`src/sv/rkv_pkg.sv`:
```
// ----------------------------------------------------------------------------
// rkv_pkg
// Types and constants shared by the ranked key-value table modules.
// ----------------------------------------------------------------------------
package rkv_pkg;

  localparam int CAPACITY   = 64;
  localparam int KEY_BITS   = 32;
  localparam int VALUE_BITS = 32;
  localparam int IDX_W      = $clog2(CAPACITY);
  localparam int CNT_W      = $clog2(CAPACITY + 1);

  localparam logic [2:0] OP_INSERT     = 3'd0;
  localparam logic [2:0] OP_UPDATE     = 3'd1;
  localparam logic [2:0] OP_INS_OR_UPD = 3'd2;
  localparam logic [2:0] OP_ERASE      = 3'd3;
  localparam logic [2:0] OP_CONTAINS   = 3'd4;
  localparam logic [2:0] OP_GET_KEY    = 3'd5;
  localparam logic [2:0] OP_GET_RANK   = 3'd6;

  localparam logic [2:0] ST_OK      = 3'd0;
  localparam logic [2:0] ST_ABSENT  = 3'd1;
  localparam logic [2:0] ST_PRESENT = 3'd2;
  localparam logic [2:0] ST_FULL    = 3'd3;
  localparam logic [2:0] ST_RANK    = 3'd4;

  typedef enum logic [1:0] {
    S_IDLE,
    S_CMP,
    S_APPLY
  } state_t;

  typedef struct packed {
    logic [2:0]          op;
    logic [KEY_BITS-1:0] key;
    logic [VALUE_BITS-1:0] new_value;
    logic [5:0]          rank_index;
  } req_t;

  typedef struct packed {
    logic [2:0]  status;
    logic [31:0] out_key;
    logic [31:0] out_value;
    logic [6:0]  entry_count;
  } rsp_t;

  typedef struct packed {
    logic                  valid;
    logic [KEY_BITS-1:0]   key;
    logic [VALUE_BITS-1:0] value;
  } cell_state_t;

  typedef struct packed {
    logic                  cmp;
    logic                  ins;
    logic                  ers;
    logic                  upd;
    logic [KEY_BITS-1:0]   key;
    logic [VALUE_BITS-1:0] value;
  } cell_ctl_t;

endpackage

```
`src/sv/rkv_cell.sv`:
```
// ----------------------------------------------------------------------------
// rkv_cell
// One slot of the sorted row: holds a pair, compares it against the request
// key and shifts left or right with its neighbors on insert and erase.
// ----------------------------------------------------------------------------
module rkv_cell import rkv_pkg::*; (
  input  logic        clk,
  input  logic        rst,
  input  cell_ctl_t   ctl,
  input  cell_state_t left,
  input  logic        left_ge,
  input  cell_state_t right,
  output cell_state_t state,
  output logic        ge,
  output logic        match
);

  always_ff @(posedge clk) begin
    if (rst) begin
      state.valid <= 1'b0;
      ge          <= 1'b0;
      match       <= 1'b0;
    end else begin
      if (ctl.cmp) begin
        match <= state.valid && (state.key == ctl.key);
        ge    <= !state.valid || (state.key >= ctl.key);
      end
      if (ctl.ins && ge) begin
        if (!left_ge) begin
          state.valid <= 1'b1;
          state.key   <= ctl.key;
          state.value <= ctl.value;
        end else begin
          state <= left;
        end
      end else if (ctl.ers && ge) begin
        state <= right;
      end else if (ctl.upd && match) begin
        state.value <= ctl.value;
      end
    end
  end

endmodule

```
`config.mk`:
```
export PLATFORM = sky130hd
export DESIGN_NAME = rkv_cell
export DESIGN_NICKNAME = d
export VERILOG_FILES = /design/src/sv/rkv_pkg.sv /design/src/sv/rkv_cell.sv
export SDC_FILE = /design/constraint.sdc
export NUM_CORES = 1
export LEC_CHECK = 0
export ABC_AREA = 1
export BUFFER_PORTS_ARGS = -buffer_cell sky130_fd_sc_hd__buf_2
export CORE_AREA = 10 10 138 102
export DETAILED_ROUTE_END_ITERATION = 10
export DIE_AREA = 0 0 148 112
export HOLD_SLACK_MARGIN = 0.02
export MAX_ROUTING_LAYER = met4
export PLACE_DENSITY = 0.74
export SETUP_SLACK_MARGIN = 0.2
export SYNTH_ARGS = -nofsm -noshare
export SYNTH_HDL_FRONTEND = slang
export SYNTH_SLANG_ARGS = --single-unit
```
`constraint.sdc`:
```
create_clock -name clk -period 5.35 [get_ports clk]
set_input_delay 0.2675 -clock clk [delete_from_list [all_inputs] [get_ports clk]]
set_output_delay 0.2675 -clock clk [all_outputs]
set_load 0.01 [all_outputs]
```
==> results.sh <==
export IMPL_setup_tns_ps=0
export IMPL_total_power_w=0.00151
export IMPL_ant_nets=0
export IMPL_netlist_area_leader_share=0.428
export IMPL_hold_path_class="input port to flip-flop"
export IMPL_ys_top_cells_by_area="edfxtp_1 43%, ha_1 8.9%, nor2_1 8.9%, a21oi_1 8.8%, o21ai_0 6.9%"
export IMPL_status="complete, no violations"
export IMPL_ys_async_sr_fraction=0
export IMPL_cts_clk_slew_worst_paths_ps=60
export IMPL_finalCriticalPeriod_ps=2770
export IMPL_groute_usage_overall=0.192
export IMPL_crit_arrival_ps=2930
export IMPL_num_rows=33
export IMPL_reg2reg_depth=5
export IMPL_vias_per_cell=5.09
export IMPL_synth_edf_count=64
export IMPL_fin_worst_skew_ps=7.09
export IMPL_cts_tree="done"
export IMPL_crit_type="flip-flop to flip-flop"
export IMPL_comb_power_share=0.205
export IMPL_syn_avg_cell_area_um2=8.08
export IMPL_post_cts_buffers=0
export IMPL_path_max_fanout=65
export IMPL_reg2reg_from="ge$_SDFFE_PP0P_"
export IMPL_area_growth_pct=36.9
export IMPL_nets=1035
export IMPL_wl_per_cell_um=17.2
export IMPL_syn_inst=556
export IMPL_seqPwrFrac=0.415
export IMPL_drtPass1Iterations=5
export IMPL_clk_latency_ps=330
export IMPL_die_h_um=112
export IMPL_slew_viol_final=0
export IMPL_boundaryPins=268
export IMPL_p_switching_w=0.000405
export IMPL_hp_start="rst"
export IMPL_clkPwrFrac=0.380
export IMPL_r2r_slack_ps=2580
export IMPL_core_um2=11500
export IMPL_dpl_hpwl_um=12700
export IMPL_power_leakage_nw=2.94
export IMPL_drive_gt1_frac=0.364
export IMPL_syn_nets=789
export IMPL_switching_share=0.268
export IMPL_p_int_w=0.00110
export IMPL_hold_violations=0
export IMPL_endpoint_kind="flip-flop"
export IMPL_slew_headroom=0.202
export IMPL_holdPathEnd="match$_SDFFE_PP0P_"
export IMPL_ir_worst_vdd_v=0.000142
export IMPL_n_antenna_cell=0
export IMPL_cts_root_buf="clkbuf_16"
export IMPL_synth_seq_area_share=0.441
export IMPL_syn_area_um2=4490
export IMPL_ys_flop_type="edfxtp_1"
export IMPL_clockBufferDepth=2
export IMPL_rsz0062_at_grt="no"
export IMPL_drv_cap=0
export IMPL_cts_max_level=3
export IMPL_antenna_found_initial=0
export IMPL_cts_buffers=9
export IMPL_min_path_cells=2
export IMPL_grt_max_degree=66
export IMPL_grt_overflow_total=0
export IMPL_power_density_nw_per_um2=245
export IMPL_ys_seq_elements=67
export IMPL_die_area_um2=16600
export IMPL_drt_iter0_drc=355
export IMPL_required_ps=5520
export IMPL_ctsResizeCount=0
export IMPL_setup_viol=0
export IMPL_grt_pass1_wl_um=25300
export IMPL_fin_crit_sh=0.517
export IMPL_die_w_um=148
export IMPL_portBuffers=267
export IMPL_r2r_end="state[29]$_DFFE_PP_"
export IMPL_cp_start_kind="flip-flop"
export IMPL_drc_errors=0
export IMPL_ys_warn_count=0
export IMPL_ys_top_cells_by_count="106 x nor2_1, 79 x a21oi_1, 72 x nand2_1"
export IMPL_grt_pass1_vias=4809
export IMPL_yosysMostFrequentCell="nor2_1"
export IMPL_cts_sinks=67
export IMPL_worst_pin_slew_ps=1190
export IMPL_initial_utilization=0.391
export IMPL_cts_hold_buf=0
export IMPL_max_freq_ghz=0.361
export IMPL_fillers=1158
export IMPL_routabilityCongestion=0.842
export IMPL_yosysTopAreaCell="edfxtp_1"
export IMPL_routed_wl_um=16600
export IMPL_vias=4906
export IMPL_synth_cell_type_count=25
## through the flow
stage | area (um2) | hold slack [ps] | utilization | setup slack [ps] | std cells
2_1_floorplan | 4490 | 337 | - | 2620 | 556
6_report | 6150 | 239 | 0.536 | 2580 | 964
5_1_grt | 6150 | 253 | 0.536 | 2290 | 964
3_5_place_dp | 5870 | 487 | 0.511 | 2630 | 948
3_3_place_gp | 5870 | 469 | 0.511 | 2700 | 948
4_1_cts | 6150 | 240 | 0.536 | 2610 | 964
## registers in the layout (all words and copies together) (netlist names)
| signal | flops |
|---|---|
| match | 1 |
| state | 65 |
| ge | 1 |
## layout by cell type (no fill, tap or decap)
cell type	count
a21oi_1	78
clkbuf_16	9
o21ai_1	6
inv_1	42
nand2_2	2
bufinv_16	1
clkinvlp_4	2
a31o_1	1
buf_4	2
a21o_1	2
buf_2	267
ha_1	32
edfxtp_1	64
o21ai_0	62
nand4_1	2
dfxtp_1	3
nor2_2	3
nor2_4	3
inv_2	3
nor2_1	105
clkbuf_1	1
o22ai_1	32
nand3_2	1
nand3_1	6
nand2_1	72
and2_1	1
o21bai_1	1
a21oi_4	1
clkinv_1	3
## per-layer routing
| metal | GRT usage | vias to the layer above | part of all wire |
|---|---|---|---|
| met1 | 0.235 | 2250 | 0.42 |
| met2 | 0.310 | 218 | 0.48 |
| met3 | 0.0522 | 21 | 0.086 |
| met5 | - | - | 0 |
| li1 | - | 2417 | - |
| met4 | 0.0408 | 0 | 0.013 |
## power groups by stage
| stage | clock network, W | registers, W | logic [W] |
|---|---|---|---|
| 3_3_place_gp | 0 | 0.000635 | 0.000305 |
| 6_report | 0.000573 | 0.000625 | 0.000309 |
| 4_1_cts | 0.000585 | 0.000626 | 0.000311 |
| 5_1_grt | 0.000610 | 0.000628 | 0.000350 |
| 3_5_place_dp | 0 | 0.000636 | 0.000309 |
| 2_1_floorplan | 0 | 0.000648 | 0.000158 |
## cell type report
class	count	area, um2	area share
clock buffer	10	229	0.0372
clock inverter	6	56.3	0.00915
multi-input combinational	410	2170	0.352
timing repair buffer	269	1350	0.220
tap	157	196	0.0319
inverter	45	169	0.0275
sequential	67	1980	0.322
## worst max path at each step
stage	slack, ps	endpoint	startpoint	depth (start not counted)
after global placement	2700	state[26]$_DFFE_PP_	ge$_SDFFE_PP0P_	4
after floorplan	2620	state[0]$_DFFE_PP_	ge$_SDFFE_PP0P_	4
after global routing	2290	state[25]$_DFFE_PP_	ge$_SDFFE_PP0P_	5
after detailed placement	2630	state[29]$_DFFE_PP_	ge$_SDFFE_PP0P_	5
after CTS	2610	state[29]$_DFFE_PP_	ge$_SDFFE_PP0P_	5
final	2580	state[29]$_DFFE_PP_	ge$_SDFFE_PP0P_	5
## worst max-delay path, stage by stage, from the launching register on
cell and delay [ps]:
dfxtp_1 410, nand2_2 470, buf_4 430, inv_2 780, o21ai_0 260, o22ai_1 230
## logic make-up after synthesis
kind of cell,Yosys count,share of synthesized area
adder cells (fa/ha/maj),32,0.0891
AND/OR/NAND/NOR,195,0.174
AO/OA/AOI/OAI,183,0.215
buffers and inverters,79,0.0805
flip-flops,67,0.441
(Power assumes the default switching activity.)
